## src/sv/nacs_pkg.sv

```systemverilog
// Package for the NUMA affinity CPU selector.
// Holds shared constants, register codes and the structs that run down the cell chain.
package nacs_pkg;

  localparam int NUM_CPUS_DEF  = 8;
  localparam int LOAD_BITS_DEF = 8;

  localparam int CPU_SLOTS = 8;   // CPUs covered by the register widths
  localparam int CPU_W     = 3;
  localparam int NODE_W    = 2;
  localparam int COUNT_W   = 4;
  localparam int LOADS_W   = 64;
  localparam int IN_W      = 80;
  localparam int OUT_W     = 8;
  localparam int ADDR_W    = 4;
  localparam int DATA_W    = 32;

  typedef enum logic [1:0] {
    REG_NCPU     = 2'd0,
    REG_ONLINE   = 2'd1,
    REG_NODE_MAP = 2'd2,
    REG_BOOT_CPU = 2'd3
  } reg_idx_t;

  typedef struct packed {
    logic [CPU_SLOTS-1:0] allowed;
    logic                 use_pref;
    logic [NODE_W-1:0]    pref;
    logic [CPU_W-1:0]     home_cpu;
    logic [LOADS_W-1:0]   loads;
  } req_t;

  // pass a: node filtered when a preference applies; pass b: no node filter
  typedef struct packed {
    logic             have_a;
    logic [CPU_W-1:0] best_a;
    logic             have_b;
    logic [CPU_W-1:0] best_b;
  } pick_t;

  typedef struct packed {
    logic             relaxed;
    logic             found;
    logic [CPU_W-1:0] target;
  } res_t;

endpackage

```

## src/sv/nacs_cell.sv

```systemverilog
// One CPU cell of the selector chain: compares its CPU's load against the running best.
// Depends on nacs_pkg.
module nacs_cell
  import nacs_pkg::*;
#(
  parameter int INDEX     = 0,
  parameter int LOAD_BITS = LOAD_BITS_DEF
) (
  input  logic                 clk,
  input  logic                 rst,
  input  logic [2*CPU_SLOTS-1:0] node_map,
  input  logic                 valid_in,
  output logic                 ready_in,
  input  req_t                 req_in,
  input  pick_t                pick_in,
  input  logic [LOAD_BITS-1:0] load_a_in,
  input  logic [LOAD_BITS-1:0] load_b_in,
  output logic                 valid,
  input  logic                 ready_out,
  output req_t                 req,
  output pick_t                pick,
  output logic [LOAD_BITS-1:0] load_a,
  output logic [LOAD_BITS-1:0] load_b
);

  localparam int LO = INDEX * LOAD_BITS;

  logic                 elig;
  logic                 node_hit;
  logic                 is_local;
  logic [LOAD_BITS-1:0] ld;
  logic                 elig_a;
  logic                 take_a;
  logic                 take_b;
  pick_t                pick_next;

  generate
    if (INDEX < CPU_SLOTS) begin : g_live
      assign elig     = req_in.allowed[INDEX];
      assign node_hit = node_map[NODE_W*INDEX +: NODE_W] == req_in.pref;
      assign is_local = req_in.home_cpu == CPU_W'(INDEX);
    end else begin : g_dead
      assign elig     = 1'b0;
      assign node_hit = 1'b0;
      assign is_local = 1'b0;
    end
    if (LO < LOADS_W) begin : g_load
      localparam int W = (LOADS_W - LO < LOAD_BITS) ? LOADS_W - LO : LOAD_BITS;
      assign ld = LOAD_BITS'(req_in.loads[LO +: W]);
    end else begin : g_noload
      assign ld = '0;
    end
  endgenerate

  assign elig_a = elig & (~req_in.use_pref | node_hit);
  assign take_a = elig_a & (~pick_in.have_a | (ld < load_a_in) |
                  ((ld == load_a_in) & is_local & (pick_in.best_a != req_in.home_cpu)));
  assign take_b = elig & (~pick_in.have_b | (ld < load_b_in) |
                  ((ld == load_b_in) & is_local & (pick_in.best_b != req_in.home_cpu)));

  always_comb begin
    pick_next = pick_in;
    if (take_a) begin
      pick_next.have_a = 1'b1;
      pick_next.best_a = CPU_W'(INDEX);
    end
    if (take_b) begin
      pick_next.have_b = 1'b1;
      pick_next.best_b = CPU_W'(INDEX);
    end
  end

  assign ready_in = ~valid | ready_out;

  always_ff @(posedge clk) begin
    if (rst) begin
      valid <= 1'b0;
    end else if (ready_in) begin
      valid <= valid_in;
    end
  end

  always_ff @(posedge clk) begin
    if (ready_in) begin
      req    <= req_in;
      pick   <= pick_next;
      load_a <= take_a ? ld : load_a_in;
      load_b <= take_b ? ld : load_b_in;
    end
  end

endmodule

```

## src/sv/nacs_out.sv

```systemverilog
// Result stage: turns the chain's picks into a result beat, with a skid register.
// Depends on nacs_pkg.
module nacs_out
  import nacs_pkg::*;
(
  input  logic             clk,
  input  logic             rst,
  input  logic [CPU_W-1:0] boot_cpu,
  input  logic             up_valid,
  output logic             up_ready,
  input  req_t             up_req,
  input  pick_t            up_pick,
  output logic             m_tvalid,
  input  logic             m_tready,
  output logic [OUT_W-1:0] m_tdata    // target[2:0], found[3], node_relaxed[4]
);

  res_t res;
  res_t out_res;
  res_t skid_res;
  logic skid_valid;
  logic up_acc;

  always_comb begin
    res.target  = boot_cpu;
    res.found   = 1'b0;
    res.relaxed = 1'b0;
    if (up_req.use_pref && up_pick.have_a) begin
      res.target = up_pick.best_a;
      res.found  = 1'b1;
    end else if (up_pick.have_b) begin
      res.target  = up_pick.best_b;
      res.found   = 1'b1;
      res.relaxed = up_req.use_pref;
    end
  end

  assign up_ready = ~skid_valid;
  assign up_acc   = up_valid & up_ready;

  always_ff @(posedge clk) begin
    if (rst) begin
      m_tvalid   <= 1'b0;
      skid_valid <= 1'b0;
    end else if (~m_tvalid | m_tready) begin
      if (skid_valid) begin
        m_tvalid   <= 1'b1;
        skid_valid <= 1'b0;
      end else begin
        m_tvalid <= up_acc;
      end
    end else if (up_acc) begin
      skid_valid <= 1'b1;
    end
  end

  always_ff @(posedge clk) begin
    if (~m_tvalid | m_tready) begin
      out_res <= skid_valid ? skid_res : res;
    end else if (up_acc) begin
      skid_res <= res;
    end
  end

  assign m_tdata = {{(OUT_W - $bits(res_t)){1'b0}}, out_res};

endmodule

```

## src/sv/numa_affinity_cpu_selector.sv

```systemverilog
// Top level of the NUMA affinity CPU selector: config registers, cell chain, result stage.
// Depends on nacs_pkg, nacs_cell and nacs_out.
//
// Takes one request beat per cycle while the output is not stalled and returns one result
// beat per request, in order. Each request walks a row of NUM_CPUS cells, one CPU per cell,
// and is registered in every cell and then in the output register before its result beat
// goes valid; the row, the output register and the skid register hold up to NUM_CPUS + 2
// requests in flight.
// Throughput is one beat per cycle, set by the cell row advancing while it is not stalled.
// Registers are written through the APB port and must only change while no request
// is in flight.
module numa_affinity_cpu_selector
  import nacs_pkg::*;
#(
  parameter int NUM_CPUS  = NUM_CPUS_DEF,
  parameter int LOAD_BITS = LOAD_BITS_DEF
) (
  input  logic              clk,
  input  logic              rst,
  input  logic              s_tvalid,
  output logic              s_tready,
  // affinity[7:0], use_preferred[8], preferred_node[10:9], requester[13:11],
  // cpu_loads[77:14], zeros above
  input  logic [IN_W-1:0]   s_tdata,
  output logic              m_tvalid,
  input  logic              m_tready,
  // target[2:0], found[3], node_relaxed[4], zeros above
  output logic [OUT_W-1:0]  m_tdata,
  input  logic              psel,
  input  logic              penable,
  input  logic              pwrite,
  input  logic [ADDR_W-1:0] paddr,
  input  logic [DATA_W-1:0] pwdata,
  output logic [DATA_W-1:0] prdata,
  output logic              pready
);

  logic [COUNT_W-1:0]      ncpu;
  logic [CPU_SLOTS-1:0]    online_cfg;
  logic [2*CPU_SLOTS-1:0]  node_map;
  logic [CPU_W-1:0]        boot_cpu;
  logic                    wr_en;
  reg_idx_t                reg_idx;

  logic [CPU_SLOTS-1:0]    online;
  logic [CPU_SLOTS-1:0]    aff_online;
  req_t                    req_in;

  logic                    v    [NUM_CPUS+1];
  logic                    rdy  [NUM_CPUS+1];
  req_t                    r    [NUM_CPUS+1];
  pick_t                   p    [NUM_CPUS+1];
  logic [LOAD_BITS-1:0]    la   [NUM_CPUS+1];
  logic [LOAD_BITS-1:0]    lb   [NUM_CPUS+1];

  // config port
  assign pready  = 1'b1;
  assign reg_idx = reg_idx_t'(paddr[ADDR_W-1:2]);
  assign wr_en   = psel & penable & pwrite & pready;

  always_ff @(posedge clk) begin
    if (rst) begin
      ncpu       <= COUNT_W'(1);
      online_cfg <= CPU_SLOTS'(1);
      node_map   <= '0;
      boot_cpu   <= '0;
    end else if (wr_en) begin
      unique case (reg_idx)
        REG_NCPU:     ncpu       <= pwdata[COUNT_W-1:0];
        REG_ONLINE:   online_cfg <= pwdata[CPU_SLOTS-1:0];
        REG_NODE_MAP: node_map   <= pwdata[2*CPU_SLOTS-1:0];
        REG_BOOT_CPU: boot_cpu   <= pwdata[CPU_W-1:0];
        default: ;
      endcase
    end
  end

  always_comb begin
    prdata = '0;
    unique case (reg_idx)
      REG_NCPU:     prdata = DATA_W'(ncpu);
      REG_ONLINE:   prdata = DATA_W'(online_cfg);
      REG_NODE_MAP: prdata = DATA_W'(node_map);
      REG_BOOT_CPU: prdata = DATA_W'(boot_cpu);
      default:      prdata = '0;
    endcase
  end

  // allowed set of the incoming beat
  always_comb begin
    for (int i = 0; i < CPU_SLOTS; i++) begin
      online[i] = online_cfg[i] && (COUNT_W'(i) < ncpu) && (i < NUM_CPUS);
    end
  end

  assign aff_online = s_tdata[7:0] & online;

  always_comb begin
    req_in.allowed  = (aff_online == '0) ? online : aff_online;
    req_in.use_pref = s_tdata[8];
    req_in.pref     = s_tdata[10:9];
    req_in.home_cpu = s_tdata[13:11];
    req_in.loads    = s_tdata[77:14];
  end

  assign v[0]   = s_tvalid;
  assign r[0]   = req_in;
  assign p[0]   = '0;
  assign la[0]  = '0;
  assign lb[0]  = '0;
  assign s_tready = rdy[0];

  generate
    for (genvar g = 0; g < NUM_CPUS; g++) begin : g_cell
      nacs_cell #(
        .INDEX     (g),
        .LOAD_BITS (LOAD_BITS)
      ) u_cell (
        .clk       (clk),
        .rst       (rst),
        .node_map  (node_map),
        .valid_in  (v[g]),
        .ready_in  (rdy[g]),
        .req_in    (r[g]),
        .pick_in   (p[g]),
        .load_a_in (la[g]),
        .load_b_in (lb[g]),
        .valid     (v[g+1]),
        .ready_out (rdy[g+1]),
        .req       (r[g+1]),
        .pick      (p[g+1]),
        .load_a    (la[g+1]),
        .load_b    (lb[g+1])
      );
    end
  endgenerate

  nacs_out u_out (
    .clk      (clk),
    .rst      (rst),
    .boot_cpu (boot_cpu),
    .up_valid (v[NUM_CPUS]),
    .up_ready (rdy[NUM_CPUS]),
    .up_req   (r[NUM_CPUS]),
    .up_pick  (p[NUM_CPUS]),
    .m_tvalid (m_tvalid),
    .m_tready (m_tready),
    .m_tdata  (m_tdata)
  );

  a_found_online: assert property (@(posedge clk) disable iff (rst)
    (m_tvalid && m_tdata[3]) |-> online_cfg[m_tdata[2:0]])
    else $error("selected CPU is offline");

  a_found_configured: assert property (@(posedge clk) disable iff (rst)
    (m_tvalid && m_tdata[3]) |-> ({1'b0, m_tdata[2:0]} < ncpu))
    else $error("selected CPU beyond configured count");

  a_relaxed_found: assert property (@(posedge clk) disable iff (rst)
    (m_tvalid && m_tdata[4]) |-> m_tdata[3])
    else $error("node_relaxed without found");

  a_boot_fallback: assert property (@(posedge clk) disable iff (rst)
    (m_tvalid && !m_tdata[3]) |-> (m_tdata[2:0] == boot_cpu))
    else $error("fallback target is not boot_cpu");

endmodule
```

## config.mk

```make
export PLATFORM = sky130hd
export DESIGN_NAME = numa_affinity_cpu_selector
export DESIGN_NICKNAME = d
export VERILOG_FILES = /design/src/sv/nacs_pkg.sv /design/src/sv/nacs_cell.sv /design/src/sv/nacs_out.sv /design/src/sv/numa_affinity_cpu_selector.sv
export SDC_FILE = /design/constraint.sdc
export NUM_CORES = 1
export LEC_CHECK = 0
export ABC_AREA = 0
export BUFFER_PORTS_ARGS = -buffer_cell sky130_fd_sc_hd__buf_2
export CAP_MARGIN = 20
export CORE_ASPECT_RATIO = 1.1
export CORE_MARGIN = 2
export CORE_UTILIZATION = 64
export CTS_CLUSTER_SIZE = 30
export DETAILED_ROUTE_END_ITERATION = 12
export GPL_ROUTABILITY_DRIVEN = 1
export PLACE_DENSITY = 0.85
export RECOVER_POWER = 100
export SKIP_CTS_REPAIR_TIMING = 1
export SLEW_MARGIN = 25
export SYNTH_ARGS = -nofsm -noshare
export SYNTH_HDL_FRONTEND = slang
export SYNTH_SLANG_ARGS = --single-unit
```

## constraint.sdc

```tcl
create_clock -name clk -period 15.55 [get_ports clk]
set_clock_uncertainty 0.05 [all_clocks]
set_input_delay 2.3325 -clock clk [delete_from_list [all_inputs] [get_ports clk]]
set_output_delay 2.3325 -clock clk [all_outputs]
set_load 0.02 [all_outputs]
```

==> summary.md <==
| Metric | Value |
|---|---|
| Kind of critical path | reg -> out |
| Ys async rst share | 0 |
| Crit-path cells | and3_1 > inv_1 > clkbuf_1 > nor2_1 > nand4_1 > clkbuf_1 > clkbuf_1 |
| Register area share after synthesis | 0.702 |
| Worst-Skew Late Latency | 0.56 ns |
| Xor/xnor share of the synthesized area | 0.0141 |
| Slew @ Worst Pin | 4.59 ns |
| Die Span Y | 195 um |
| Minimum clock period | 7.72 ns |
| Worst r2r path cells | 7 |
| Register Area | 14800 sq um |
| Most frequent CP cell | clkbuf_1 |
| Syn Area/Cell | 15.6 sq um |
| Util after Layout | 0.730 |
| Clock transition at path regs | 0.06 ns |
| Cell Area, Synth | 21100 sq um |
| Die X-Extent | 177 um |
| GRT Util Overall | 0.219 |
| Final Hold Viols | 0 |
| Die ar. | 34500 sq um |
| Final worst-path cycle share | 0.497 |
| Layout Nets | 1753 |
| Compound-Gate Fraction of Synth Area | 0.0492 |
| TritonRoute pass-1 iters | 5 |
| Final setup viols | 0 |
| Port Buffers | 125 |
| RR Startpoint | u_out.skid_valid |
| Multi-input gate area | 5610 sq um |
| Initial antenna violation count | 0 |
| Crit start category | flip-flop |
| 1st-iter DRT viols | 705 |
| CP peak stage delay | 1.47 ns |
| Synth cell types | 54 |
| # IOs | 166 |
| Total gr overflow | 0 |
| Setup crit end | s_tready |
| RSZ-0062 raised after global routing | false |
| Hold_ws | 0.365 ns |
| Avg WL per Cell | 18.8 um |
| CP max-delay cell | clkbuf_1 |
| Largest family of logic cells by synthesized area | multiplexers |
| YS warnings | 0 |
| Flop2flop setup slack | 8.32 ns |
| Clk sinks | 508 |
| Worst hold path class | reg -> reg |
| Layout area overhead | 12.1% |
| CP endpoint kind | primary output |
| FF+latch count, synth | 508 |
| Critical path startpoint | u_out.skid_valid |
| H-Tree Level Count | 2 |
| RR Endpoint | g_cell[0].u_cell.req[33] |
| Mux share of post-synthesis cell area | 0.0684 |
| Max transition margin | -2.06 |
| Post-DP HPWL | 25.7 mm |
| Max Cap Viol | 9 |
| Antenna Cells | 0 |
| Crit-path max FO | 40 |
| PwrDens | 125 nW/um^2 |
| Fmax | 0.129 GHz |
| Filler cells | 2065 |
| CTS Buffer Depth | 3 |
| Core Box Area | 32500 sq um |
| Top_reg_cell synth | edfxtp_1 |
| Maximum vdd drop | 0.0000994 V |
| CTS tree | yes |
| First-pass GRT wire length | 58.4 mm |
| Failing checks | capacitance limit, slew limit |
| Gpl congestion | 0.878 |
| Fin. max-slew vios | 504 |
| Starting Density | 0.651 |
| Synth Area in Simple Gates | 0.0668 |
| Gate count after technology mapping | 1359 |
| Inserted Clock Buffers | 49 |
| Final Non-Filler Cells | 1984 |
| Final wirelength | 37.4 mm |
| Post-Synth Adder-Cell Area | 0.0663 |
| Status | complete, but fails checks |
| Vias in the first global route | 11200 |
| Pleak | 0.00969 uW |
| Layout cells sized above 1 | 0.178 |
| Total power | 2950 uW |
| Site Rows | 69 |
| Final routed DRC violation total | 0 |
| Antenna Nets Post-Route | 0 |
| Post-synth EDFFs | 467 |
| Cell Count Post-Placement | 1893 |
| Via Count | 11100 |
| WP data required | 13.17 ns |
| Largest net degree at the start of global routing | 82 |
| WP data arrival | 5.34 ns |
| Clock Tree Root | clkbuf_16 |
| Post-route setup TNS | 0 ns |
| Vias per cell | 5.59 |
==> stage by stage <==
stage | setup slack, ns | cell area (sq um)
6_report | 7.83 | 23700
5_1_grt | 7.32 | 23700
4_1_cts | 9.47 | 23900
3_5_place_dp | 9.48 | 22200
3_3_place_gp | 9.48 | 22200
2_1_floorplan | 9.06 | 21200
==> worst min path at each step <==
stage / cells after the start / startpoint / to / slack (ns)
floorplan: 0 / g_cell[0].u_cell.req[16] / g_cell[1].u_cell.req[16] / 0.35
global route: 0 / g_cell[1].u_cell.req[62] / g_cell[2].u_cell.req[62] / 0.37
finish: 0 / g_cell[2].u_cell.req[56] / g_cell[3].u_cell.req[56] / 0.37
detailed placement: 0 / g_cell[0].u_cell.req[34] / g_cell[1].u_cell.req[34] / 0.35
CTS: 0 / g_cell[1].u_cell.req[62] / g_cell[2].u_cell.req[62] / 0.37
global placement: 0 / g_cell[4].u_cell.req[77] / g_cell[5].u_cell.req[77] / 0.35
==> cells in the mapped netlist (6+ instances only) <==
| library cell | count | share of area |
|---|---|---|
| edfxtp_1 | 467 | 0.66 |
| ha_1 | 112 | 0.066 |
| inv_1 | 111 | 0.020 |
| mux2_2 | 78 | 0.042 |
| nand2_1 | 69 | 0.012 |
| a21oi_1 | 60 | 0.014 |
| nor2_1 | 50 | 0.0089 |
| dfxtp_1 | 41 | 0.039 |
| xor2_1 | 32 | 0.013 |
| nand4_1 | 26 | 0.0077 |
| nor2b_1 | 23 | 0.0068 |
| mux2_4 | 22 | 0.016 |
| buf_4 | 20 | 0.0071 |
| nand2b_1 | 19 | 0.0056 |
| nand3_1 | 18 | 0.0043 |
| or2_2 | 18 | 0.0053 |
| mux2i_1 | 17 | 0.0080 |
| o21ai_0 | 17 | 0.0040 |
| and2_1 | 12 | 0.0036 |
| clkbuf_1 | 12 | 0.0021 |
| o211ai_1 | 12 | 0.0043 |
| buf_2 | 11 | 0.0026 |
| nor3_1 | 10 | 0.0024 |
| and3_1 | 9 | 0.0027 |
| or3_1 | 8 | 0.0024 |
| a21o_1 | 7 | 0.0025 |
| a211o_1 | 6 | 0.0025 |
| a211oi_1 | 6 | 0.0021 |
==> worst max-delay path: cells and delay by family (launching register included) <==
family	cells	cell delay (ns)
buffers and inverters	4	3.32
AND/OR/NAND/NOR	3	1.00
flip-flops	1	0.42
==> per-layer routing <==
layer,up-vias,global-route usage,share of wire
li1,5349,-,-
met1,5435,0.273,0.40
met2,236,0.390,0.53
met3,76,0.0336,0.038
met4,0,0.0792,0.029
met5,-,0,0
==> power by group <==
| part | switching (uW) | internal, uW |
|---|---|---|
| Clock | 480 | 731 |
| Sequential | 38.4 | 1560 |
| Combinational | 77.9 | 71.6 |
| Total | 596 | 2360 |
==> state kept, by name, summed over array words and instances (netlist names) <==
signal,flops
g_cell.u_cell.req,296
g_cell.u_cell.load_a,56
g_cell.u_cell.load_b,56
g_cell.u_cell.pick,49
node_map,16
g_cell.u_cell.valid,8
online_cfg,8
u_out.m_tdata,5
u_out.skid_res,5
ncpu,4
boot_cpu,3
u_out.m_tvalid,1
u_out.skid_valid,1
==> kinds of logic (layout without fill, tap and decap cells) <==
group	Yosys count	count (layout)
AO/OA/AOI/OAI	150	150
multiplexers	120	120
buffers and inverters	157	338
AND/OR/NAND/NOR	276	276
adder cells (fa/ha/maj)	112	112
other	2	20
flip-flops	508	508
XOR/XNOR	34	34
==> final cells by class <==
cell class	instances	area share
timing repair buffer	136	0.0269
inverter	111	0.0176
tap	426	0.0225
clock inverter	25	0.0130
sequential	508	0.626
multi-input combinational	712	0.237
clock buffer	66	0.0575
==> cell usage in the layout, fill, tap and decap left out, drive strengths merged, types with 8 or more instances in the layout <==
cell    count
nor2b      23
a21oi      61
nand2      69
nor3       10
or3         8
buf       100
nand4      26
inv       111
mux2      100
clkinv     17
conb       20
o211ai     12
clkbuf    102
and2       12
nand2b     19
dfxtp      41
edfxtp    467
mux2i      17
and3        9
o21ai      17
a31oi       8
or2        19
ha        112
nand3      18
nor2       50
xor2       32
(Power assumes the default switching activity.)
